### config.mk
export PLATFORM = sky130hd
export DESIGN_NAME = timed_blind_position_tracker_core
export DESIGN_NICKNAME = d
export VERILOG_FILES = /design/src/sv/tbpt_pkg.sv /design/src/sv/timed_blind_position_tracker_core.sv /design/src/sv/tbpt_div.sv
export SDC_FILE = /design/constraint.sdc
export NUM_CORES = 2
export LEC_CHECK = 0
export ABC_AREA = 1
export BUFFER_PORTS_ARGS = -buffer_cell sky130_fd_sc_hd__buf_4
export CAP_MARGIN = 0
export CELL_PAD_IN_SITES_DETAIL_PLACEMENT = 1
export CELL_PAD_IN_SITES_GLOBAL_PLACEMENT = 2
export CORE_MARGIN = 4
export CORE_UTILIZATION = 25
export CTS_CLUSTER_DIAMETER = 50
export DETAILED_ROUTE_END_ITERATION = 6
export PLACE_DENSITY_LB_ADDON = 0.1
export SLEW_MARGIN = 20
export SYNTH_ARGS = -nofsm -noshare
export SYNTH_HDL_FRONTEND = slang
export SYNTH_SLANG_ARGS = --single-unit
### constraint.sdc
create_clock -name clk -period 12.79 [get_ports clk]
set_clock_uncertainty 0.1 [all_clocks]
set_input_delay 0.6395 -clock clk [delete_from_list [all_inputs] [get_ports clk]]
set_output_delay 0.6395 -clock clk [all_outputs]
set_load 0.005 [all_outputs]
### src/sv/tbpt_pkg.sv
// Shared types and constants for the timed blind position tracker.
package tbpt_pkg;

	localparam int POS_W     = 14;
	localparam int RATE_W    = 16;
	localparam int RUN_W     = 24;
	localparam int PROD_W    = 38;
	localparam int DIV_STEPS = PROD_W;
	localparam int CNT_W     = $clog2(DIV_STEPS + 1);

	localparam logic [6:0]       PCT_UNITS = 7'd100;
	localparam logic [RUN_W-1:0] RUN_MAX   = {RUN_W{1'b1}};

	localparam logic [1:0] MOTION_DOWN = 2'd0;
	localparam logic [1:0] MOTION_UP   = 2'd1;
	localparam logic [1:0] MOTION_IDLE = 2'd2;

	localparam logic MODE_TICK   = 1'b0;
	localparam logic MODE_TARGET = 1'b1;

	localparam logic CFG_MS_UP   = 1'b0;
	localparam logic CFG_MS_DOWN = 1'b1;

	typedef struct packed {
		logic             mode;
		logic [POS_W-1:0] target;
	} item_t;

	typedef struct packed {
		logic [POS_W-1:0] position;
		logic [1:0]       motion;
		logic             drive_up;
		logic             drive_down;
		logic             finished;
	} result_t;

endpackage

### src/sv/timed_blind_position_tracker_core.sv
// Top level of the timed blind position tracker: sequencer, shared multiplier, state.
//
//  channel   direction  handshake                   payload
//  item      in         item_valid / item_stall     tbpt_pkg::item_t   (mode, target)
//  result    out        result_valid / result_stall tbpt_pkg::result_t (position..finished)
//  cfg       in         cfg_we                      cfg_index, cfg_data
//
// A target command passes twice through the shared 24x16 multiplier, then through the
// bit-serial divider; a tick during a run takes one multiplier pass, then the divider.
// A tick while idle, an ignored command or a tick that ends the run goes from ST_IDLE straight
// to ST_FIN; the next request is taken once the state is back in ST_IDLE.
// item_stall is high from acceptance until the result is loaded into the output register.
// The output register holds a result until taken; a new item may be accepted meanwhile.
// Reset puts both rates at 300 ms per percent and clears all position state.
module timed_blind_position_tracker_core #(
	parameter int POS_SCALE = 10000
) (
	input  logic                        clk,
	input  logic                        arst_n,
	input  logic                        item_valid,
	output logic                        item_stall,
	input  tbpt_pkg::item_t             item,
	output logic                        result_valid,
	input  logic                        result_stall,
	output tbpt_pkg::result_t           result,
	input  logic                        cfg_we,
	input  logic                        cfg_index,
	input  logic [tbpt_pkg::RATE_W-1:0] cfg_data
);
	import tbpt_pkg::*;

	localparam logic [POS_W-1:0] SCALE_POS =
		(POS_SCALE > (2 ** POS_W) - 1) ? {POS_W{1'b1}} : POS_W'(POS_SCALE);
	localparam logic [RUN_W-1:0] SCALE_DIV = RUN_W'(POS_SCALE);

	typedef enum logic [2:0] {
		ST_IDLE,
		ST_MUL_A,
		ST_MUL_B,
		ST_MUL_T,
		ST_DIV_GO,
		ST_DIV_WAIT,
		ST_APPLY,
		ST_FIN
	} state_t;

	state_t            state_q;

	logic [RATE_W-1:0] ms_up_q;
	logic [RATE_W-1:0] ms_down_q;

	logic [POS_W-1:0]  cur_q;
	logic [POS_W-1:0]  start_q;
	logic [POS_W-1:0]  goal_q;
	logic [RUN_W-1:0]  run_q;
	logic [RUN_W-1:0]  elapsed_q;
	logic              moving_q;
	logic              heading_q;

	logic [POS_W-1:0]  tgt_q;
	logic [POS_W-1:0]  dist_q;
	logic [RATE_W-1:0] rate_q;
	logic              up_q;
	logic              is_cmd_q;
	logic              fin_q;
	logic [PROD_W-1:0] prod_q;

	result_t           res_q;
	logic              res_valid_q;

	logic [POS_W-1:0]  tgt_sat;
	logic              tgt_up;
	logic [RUN_W-1:0]  el_next;
	logic [POS_W-1:0]  span;
	logic [RUN_W-1:0]  mul_a;
	logic [RATE_W-1:0] mul_b;
	logic [RUN_W+RATE_W-1:0] mul_p;
	logic              div_start;
	logic              div_done;
	logic [PROD_W-1:0] div_q;
	logic [RUN_W-1:0]  len_sat;
	logic [POS_W-1:0]  pos_next;
	logic              out_free;

	tbpt_div u_div (
		.clk      (clk),
		.arst_n   (arst_n),
		.start    (div_start),
		.dividend (prod_q),
		.divisor  (is_cmd_q ? SCALE_DIV : run_q),
		.done     (div_done),
		.quotient (div_q)
	);

	always_comb begin
		tgt_sat  = (item.target > SCALE_POS) ? SCALE_POS : item.target;
		tgt_up   = tgt_sat > cur_q;
		el_next  = (elapsed_q != RUN_MAX) ? elapsed_q + 1'b1 : elapsed_q;
		span     = heading_q ? goal_q - start_q : start_q - goal_q;
		len_sat  = (|div_q[PROD_W-1:RUN_W]) ? RUN_MAX : div_q[RUN_W-1:0];
		pos_next = heading_q ? start_q + div_q[POS_W-1:0] : start_q - div_q[POS_W-1:0];
		out_free = !res_valid_q || !result_stall;
		div_start = (state_q == ST_DIV_GO);

		case (state_q)
			ST_MUL_A: begin
				mul_a = RUN_W'(dist_q);
				mul_b = RATE_W'(PCT_UNITS);
			end
			ST_MUL_B: begin
				mul_a = RUN_W'(prod_q[20:0]);
				mul_b = rate_q;
			end
			default: begin
				mul_a = elapsed_q;
				mul_b = RATE_W'(span);
			end
		endcase
		mul_p = {{RATE_W{1'b0}}, mul_a} * {{RUN_W{1'b0}}, mul_b};
	end

	always_ff @(posedge clk or negedge arst_n) begin
		if (!arst_n) begin
			state_q     <= ST_IDLE;
			ms_up_q     <= RATE_W'(300);
			ms_down_q   <= RATE_W'(300);
			cur_q       <= '0;
			start_q     <= '0;
			goal_q      <= '0;
			run_q       <= '0;
			elapsed_q   <= '0;
			moving_q    <= 1'b0;
			heading_q   <= 1'b0;
			res_valid_q <= 1'b0;
			fin_q       <= 1'b0;
			is_cmd_q    <= 1'b0;
		end else begin
			if (cfg_we) begin
				case (cfg_index)
					CFG_MS_UP:   ms_up_q   <= cfg_data;
					CFG_MS_DOWN: ms_down_q <= cfg_data;
					default: ;
				endcase
			end

			if (state_q == ST_FIN && out_free)
				res_valid_q <= 1'b1;
			else if (res_valid_q && !result_stall)
				res_valid_q <= 1'b0;

			case (state_q)
				ST_IDLE: begin
					if (item_valid) begin
						if (item.mode == MODE_TARGET) begin
							is_cmd_q <= 1'b1;
							fin_q    <= 1'b0;
							if (tgt_sat == goal_q && tgt_sat == cur_q) begin
								state_q <= ST_FIN;
							end else begin
								tgt_q   <= tgt_sat;
								up_q    <= tgt_up;
								dist_q  <= tgt_up ? tgt_sat - cur_q : cur_q - tgt_sat;
								rate_q  <= tgt_up ? ms_up_q : ms_down_q;
								state_q <= ST_MUL_A;
							end
						end else begin
							is_cmd_q <= 1'b0;
							if (!moving_q) begin
								fin_q   <= 1'b0;
								state_q <= ST_FIN;
							end else begin
								elapsed_q <= el_next;
								if (run_q == '0 || el_next > run_q) begin
									// time used up: land on the goal
									cur_q    <= goal_q;
									moving_q <= 1'b0;
									fin_q    <= 1'b1;
									state_q  <= ST_FIN;
								end else begin
									fin_q   <= 1'b0;
									state_q <= ST_MUL_T;
								end
							end
						end
					end
				end
				ST_MUL_A: state_q <= ST_MUL_B;
				ST_MUL_B: state_q <= ST_DIV_GO;
				ST_MUL_T: state_q <= ST_DIV_GO;
				ST_DIV_GO: state_q <= ST_DIV_WAIT;
				ST_DIV_WAIT: begin
					if (div_done)
						state_q <= ST_APPLY;
				end
				ST_APPLY: begin
					if (is_cmd_q) begin
						goal_q    <= tgt_q;
						start_q   <= cur_q;
						run_q     <= len_sat;
						elapsed_q <= '0;
						heading_q <= up_q;
						if (len_sat == '0) begin
							// zero-length run: stop at once on the target
							cur_q    <= tgt_q;
							moving_q <= 1'b0;
							fin_q    <= 1'b1;
						end else begin
							moving_q <= 1'b1;
						end
					end else begin
						cur_q <= pos_next;
						if (pos_next == goal_q) begin
							moving_q <= 1'b0;
							fin_q    <= 1'b1;
						end
					end
					state_q <= ST_FIN;
				end
				ST_FIN: begin
					if (out_free)
						state_q <= ST_IDLE;
				end
				default: state_q <= ST_IDLE;
			endcase
		end
	end

	// datapath registers without reset
	always_ff @(posedge clk) begin
		if (state_q == ST_MUL_A || state_q == ST_MUL_B || state_q == ST_MUL_T)
			prod_q <= mul_p[PROD_W-1:0];
		if (state_q == ST_FIN && out_free) begin
			res_q.position   <= cur_q;
			res_q.motion     <= moving_q ? (heading_q ? MOTION_UP : MOTION_DOWN) : MOTION_IDLE;
			res_q.drive_up   <= moving_q && heading_q;
			res_q.drive_down <= moving_q && !heading_q;
			res_q.finished   <= fin_q;
		end
	end

	assign item_stall   = (state_q != ST_IDLE);
	assign result_valid = res_valid_q;
	assign result       = res_q;

endmodule

### src/sv/tbpt_div.sv
// Restoring radix-2 divider, one quotient bit per cycle.
module tbpt_div (
	input  logic                        clk,
	input  logic                        arst_n,
	input  logic                        start,
	input  logic [tbpt_pkg::PROD_W-1:0] dividend,
	input  logic [tbpt_pkg::RUN_W-1:0]  divisor,
	output logic                        done,
	output logic [tbpt_pkg::PROD_W-1:0] quotient
);
	import tbpt_pkg::*;

	logic [PROD_W-1:0] dq_q;
	logic [RUN_W-1:0]  rem_q;
	logic [RUN_W-1:0]  dvs_q;
	logic [CNT_W-1:0]  cnt_q;
	logic              busy_q;
	logic              done_q;

	logic [RUN_W:0]    shifted;
	logic [RUN_W:0]    trial;
	logic              fits;

	always_comb begin
		shifted = {rem_q, dq_q[PROD_W-1]};
		fits    = shifted >= {1'b0, dvs_q};
		trial   = shifted - {1'b0, dvs_q};
	end

	always_ff @(posedge clk or negedge arst_n) begin
		if (!arst_n) begin
			busy_q <= 1'b0;
			done_q <= 1'b0;
			cnt_q  <= '0;
		end else begin
			done_q <= 1'b0;
			if (start) begin
				busy_q <= 1'b1;
				cnt_q  <= CNT_W'(DIV_STEPS);
			end else if (busy_q) begin
				cnt_q <= cnt_q - 1'b1;
				if (cnt_q == CNT_W'(1)) begin
					busy_q <= 1'b0;
					done_q <= 1'b1;
				end
			end
		end
	end

	always_ff @(posedge clk) begin
		if (start) begin
			dq_q  <= dividend;
			rem_q <= '0;
			dvs_q <= divisor;
		end else if (busy_q) begin
			dq_q  <= {dq_q[PROD_W-2:0], fits};
			rem_q <= fits ? trial[RUN_W-1:0] : shifted[RUN_W-1:0];
		end
	end

	assign done     = done_q;
	assign quotient = dq_q;

endmodule

## After elaboration in Yosys (flattened, before gate mapping)

Index checks and enable logic that the tools add are counted.

| storage, ports and cells | value |
|---|---|
| flip-flop bits (word level) | 326 |
| bits in latches | 0 |
| bits in writable memories | 0 |
| bits in read-only memories | 0 |
| output and inout bits | 21 |
| memories kept | 0 |

| operators by class | value |
|---|---|
| add/sub/neg operators | 9 |
| multipliers | 1 |
| div/mod/pow operators | 0 |
| order comparisons | 4 |
| equal/unequal tests | 21 |
| shift-type cells | 0 |
| multiplexer cells | 60 |
| bitwise logic cells | 2 |
| reduce and logical (&&, ||, !) cells | 31 |

Operators with widths:

| cell | count |
|---|---|
| 24-bit 2-to-1 mux | 7 |
| 14-bit 2-to-1 mux | 10 |
| 24-bit case mux with 2 select lines | 2 |
| 38-bit 2-to-1 mux | 2 |
| 14-bit subtractor | 5 |
| 24-bit logical NOT | 2 |
| 14-bit == test | 3 |
| 24-bit by 16-bit multiplier with 38-bit output | 1 |
| 16-bit case mux with 2 select lines | 1 |
| 14-bit case mux with 2 select lines | 1 |
| 25-bit by 24-bit >= comparator with 1-bit output | 1 |
| 24-bit by 1-bit adder with 24-bit output (second input constant) | 1 |
| 24-bit greater-than comparator | 1 |
| 1-bit 2-to-1 mux | 24 |
| 24-bit inequality test (second input constant) | 1 |
| 24-bit subtractor | 1 |
| 3-bit 2-to-1 mux | 7 |
| 3-bit case mux with 7 select lines | 1 |
| 16-bit 2-to-1 mux | 1 |
| 14-bit adder | 1 |
| 14-bit greater-than comparator | 1 |
| 14-bit greater-than comparator (second input constant) | 1 |
| 14-bit OR reduction | 1 |
| 3-bit == test (second input constant) | 4 |
| 22 further kinds | 48 |

## Longest topological paths before layout

| depth | value |
|---|---|
| word-level depth | 9 |
| depth in mapped cells | 38 |

## Modules after synthesis

A second synthesis with hierarchy kept.

| second synthesis, totals | value |
|---|---|
| cell total of the unflattened synthesis | 4249 |
| area, all modules | 33211.9 sq um |

Modules (own cells, without submodules):

| module | times used | cells each | area an instance (sq um) | sequential area each (sq um) |
|---|---|---|---|---|
| timed_blind_position_tracker_core | 1 | 3444 | 27435.1 | 6326.1 |
| tbpt_div | 1 | 805 | 5776.8 | 2542.4 |

## Worst setup path before layout

OpenSTA, ideal clock, no wires.

| timing path | value |
|---|---|
| path type | reg-to-reg |
| start point | reg goal_q[0] |
| end point | reg prod_q[33] (data pin) |
| setup time | 258 ps |
| arrival time | 6849 ps |
| required time | 12432 ps |
| path slack | 5583 ps |
| cell stages (with the launch flop) | 35 |
| path through | dfrtp_1 inv_1 ha_1 inv_1 fa_1 nand3_1 nand2_1 o21ai_0 nor2_1 nand2_1 nand4_1 nand3_1 o21ai_1 inv_2 buf_4 nand2_1 fa_1 inv_1 fa_1 inv_1 fa_1 inv_1 fa_1 fa_1 inv_1 fa_1 inv_1 ha_1 a21o_1 a31oi_1 nand3_1 a21oi_1 o21ai_0 a21oi_1 xnor2_1 |

| between the ends | value |
|---|---|
| longest elaborated chain between the ends | 4 |
| elaborated cells on any way between the ends | 5 |

Ends and longest elaborated chain:

| what | RTL line | source |
|---|---|---|
| start, declared | timed_blind_position_tracker_core.sv:54 | `logic [POS_W-1:0] goal_q;` |
| start signal, assigned | timed_blind_position_tracker_core.sv:197 | `goal_q <= tgt_q;` |
| 14-bit subtractor | timed_blind_position_tracker_core.sv:99 | `span = heading_q ? goal_q - start_q : start_q - goal_q;` |
| 14-bit 2-to-1 mux * | timed_blind_position_tracker_core.sv:99 |  |
| 16-bit case mux with 2 select lines * | timed_blind_position_tracker_core.sv:105 | `case (state_q)` |
| 24-bit by 16-bit multiplier with 38-bit output * | timed_blind_position_tracker_core.sv:119 | `mul_p = {{RATE_W{1'b0}}, mul_a} * {{RUN_W{1'b0}}, mul_b};` |
| named net mul_p[33] | timed_blind_position_tracker_core.sv:77 | `logic [RUN_W+RATE_W-1:0] mul_p;` |
| end signal, assigned | timed_blind_position_tracker_core.sv:231 | `prod_q <= mul_p[PROD_W-1:0];` |
| end, declared | timed_blind_position_tracker_core.sv:66 | `logic [PROD_W-1:0] prod_q;` |

The timed path passes the listed nets; every way through them passes the cells marked *.
A chain may end at the register's enable or synchronous reset.

## Final worst setup path

| timing path | value |
|---|---|
| start point | reg state_q[2] |
| end point | reg prod_q[33] (data pin) |

| between the ends | value |
|---|---|
| longest elaborated chain between the ends | 3 |
| elaborated cells on any way between the ends | 5 |

Ends and longest elaborated chain:

| what | RTL line | source |
|---|---|---|
| start, declared | timed_blind_position_tracker_core.sv:47 | `state_t state_q;` |
| start signal, assigned | timed_blind_position_tracker_core.sv:124 | `state_q <= ST_IDLE;` |
| start signal, assigned | timed_blind_position_tracker_core.sv:158 | `state_q <= ST_FIN;` |
| start signal, assigned | timed_blind_position_tracker_core.sv:164 | `state_q <= ST_MUL_A;` |
| 3-bit by 2-bit == test with 1-bit output / 3-bit by 1-bit == test with 1-bit output (equally long branches) | timed_blind_position_tracker_core.sv:105 |  |
| 24-bit case mux with 2 select lines / 16-bit case mux with 2 select lines (equally long branches) | timed_blind_position_tracker_core.sv:105 |  |
| 24-bit by 16-bit multiplier with 38-bit output * | timed_blind_position_tracker_core.sv:119 |  |
| named net mul_p[33] | timed_blind_position_tracker_core.sv:77 |  |

Marks and branches as above.

==> impl_results.md <==
- Status: finished, final reports clean
- Post-synthesis sequential area ratio: 0.2758
- CP endpoint kind: flip-flop
- Drt pass-1 iters: 5
- Worst-Skew Late Latency: 0.67 ns
- Yosys warning count: 0
- Mux contribution to synthesized area: 0.0003113
- Final Worst Setup Slack: approximately 3.8 ns
- WL/cell: approximately 23 um
- Flops & latches, synth: between 300 and 400
- Asr flop ratio synth: 0.4233
- Placed Area: around 34000 um2
- Commonest cells after routing, fill and taps aside: 983 x nand2_1, 752 x inv_1, 311 x fa_1
- Hpwl dp: 104400 um
- Worst slew pin tran: about 1.1 ns
- Max-slew violation count: 0
- Largest net degree at the start of global routing: 66
- Die area: around 130000 um2
- Synth Area in Simple Gates: 0.1941
- CP arrival: 9.27 ns
- Worst slew margin: 0.2713
- TritonCTS buffer count: 61
- Pre-CTS setup slack: approximately 3.8 ns
- Primary FF master, synth: edfxtp_1
- Min-Delay Path Class: in -> reg
- Final setup vio count: 0
- Site Rows: between 100 and 150
- First-pass GRT wire length: 192700 um
- RSZ-0062 raised after global routing: false
- CTS tree: done
- Fin crit share: 0.7003
- Critical R2R Capture: prod_q[33]
- Largest family of logic cells by synthesized area: adder cells
- Die W: around 370 um
- CP Data Required Time: about 13 ns
- Min-Delay Endpoint: result_valid
- Filler cell count: 15190
- Minimum clock period: between 8 and 9 ns
- Slowest-stage cell, CP: inv_1
- Hold WS: between 0.1 and 0.15 ns
- Vias in the first global route: ~29000
- Hold Path Origin: result_stall
- Residual DRC count: 0
- Worst r2r path cells: 31
- Grt ovf: 0
- Port buffer count: 57
- Worst Path Class, Setup: reg -> reg
- Clock root buffer: clkbuf_16
- Post-Syn Instances: 3982
- Die height: ~370 um
- Mean Syn Cell Area: 8.075 um2
- Mapped Area: between 30000 and 40000 um2
- Total Nets Final: between 4000 and 5000
- Max incr delay on CP: 0.71 ns
- Most common cell after layout, fill and taps aside: nand2_1
- Internal reg-to-reg setup slack: about 3.8 ns
- Total Neg Setup Slack: 0 ns
- Kind of start point of the critical path: flip-flop
- Compound-Gate Fraction of Synth Area: 0.1042
- Cell area after layout: roughly 36000 um2
- Routed vias: around 26000
- Hold Path Depth: 3
- Final Wtd Congestion: approximately 0.84
- Clk sinks: 326
- Max-cap violation count: 0
- Worst R2R Start: state_q[2]
- CP most frequent cell: inv_1
- Initial antenna violation count: 3
- Layout cells sized above 1: 0.07704
- Initial DRC Count: between 1000 and 1500
- CP max FO: 27
- # IOs: 58
- Critical Path Start: state_q[2]
- Final hold vios: 0
- EDFF count, synth: approximately 160
- Post-Synth Adder-Cell Area: 0.2788
- Fmax: roughly 110 MHz
- Number of distinct library cells after synthesis: 69
- DR vias/cell: 4.575
- Initial Util: 0.2518
- Synth-to-layout area growth: 13.45%
- Clk pin slew, worst setup/hold paths: 0.05 ns
- Core area: roughly 130000 um2
- H-tree levels: 2
- Gr usage total: 0.1916
- Routed WL: 129300 um
- CTS max path bufs: 3
- ANT nets after route: 0
- Synth Area in XOR/XNOR: 0.03533
[state kept, by name, summed over array words and instances, names as in the netlist, 3 cells and up]
register and count:
ms_up_q 16, rate_q 16, u_div.dvs_q 24, goal_q 14, cur_q 14, dist_q 14, u_div.quotient 38, prod_q 38
elapsed_q 24, tgt_q 14, state_q 3, run_q 24, result 19, ms_down_q 16, start_q 14, u_div.cnt_q 6
u_div.rem_q 24
[worst max path at each step]
| stage | to | slack (ns) | cells past startpoint |
|---|---|---|---|
| after floorplan | prod_q[33] | 5.58 | 34 |
| after global placement | prod_q[33] | 3.97 | 31 |
| after detailed placement | prod_q[33] | 3.77 | 31 |
| after CTS | prod_q[33] | 3.76 | 31 |
| after global routing | prod_q[33] | 3.20 | 31 |
| final | prod_q[33] | 3.83 | 31 |
[per-layer routing]
metal | GRT usage | routed length, um | vias up
met3 | 0.02099 | 3903 | 109
li1 | - | - | 12590
met1 | 0.2794 | 65110 | 13180
met4 | 0.03603 | 2219 | 2
met5 | 0 | 10 | -
met2 | 0.3079 | 58080 | 371
[repair_timing]
| action | CTS | global route |
|---|---|---|
| gates resized for setup | 0 | 0 |
| hold buffers | 1 | 0 |
| setup buffers | 0 | 0 |
| endpoints found under the hold margin | 32 | 0 |
[final cells by class]
class                           count  area, um2  area share
Multi-Input combinational cell   2753      19760      0.5417
Clock inverter                     46      536.8     0.01471
Clock buffer                       70       1580     0.04332
Tap cell                         1662       2079     0.05700
Timing Repair Buffer               89      674.4     0.01849
Sequential cell                   326       8869      0.2431
Inverter                          792       2979     0.08166
Antenna cell                        1      2.502  0.00006859
[logic make-up (layout without fill, tap and decap cells)]
kind of cell / after synthesis / in the layout
simple gates: 1522 / 1522
buf+inv: 904 / 997
compound gates: 569 / 569
fa+ha+maj: 530 / 530
flops: 326 / 326
xor+xnor: 128 / 128
other cells: 2 / 4
mux: 1 / 1
[metrics by stage]
stage          cells  utilization
6_report        5739       0.2857
5_1_grt         5739       0.2857
4_1_cts         5738       0.2857
3_5_place_dp    5621       0.2690
3_3_place_gp    5621       0.2690
2_1_floorplan   3983            -
[worst max-delay path: cells and delay by family (launching register included)]
family / cells / cell delay, ns
adder cells (fa/ha/maj): 7 / 3.54
flip-flops: 1 / 0.47
buffers and inverters: 11 / 2.07
AND/OR/NAND/NOR: 6 / 1.24
XOR/XNOR: 1 / 0.08
AO/OA/AOI/OAI: 6 / 1.14
[synth_stat cells (all sizes together) (21+ instances only)]
library cell | count | share of area
nor4 | 21 | 0.0043
xor2 | 102 | 0.028
dfxtp | 24 | 0.015
a22oi | 23 | 0.0054
nand3 | 130 | 0.020
fa | 311 | 0.19
ha | 219 | 0.085
edfxtp | 164 | 0.15
clkbuf | 30 | 0.0036
xnor2 | 26 | 0.0071
dfrtp | 130 | 0.10
nor3 | 27 | 0.0053
nand4 | 33 | 0.0066
buf | 82 | 0.015
nor2 | 299 | 0.037
inv | 789 | 0.092
o21ai | 257 | 0.040
nand2 | 995 | 0.12
a21oi | 181 | 0.032
Power is left out: the tool's default activity adds up to more than one toggle a clock period on the data nets, which glitch-free logic cannot reach.
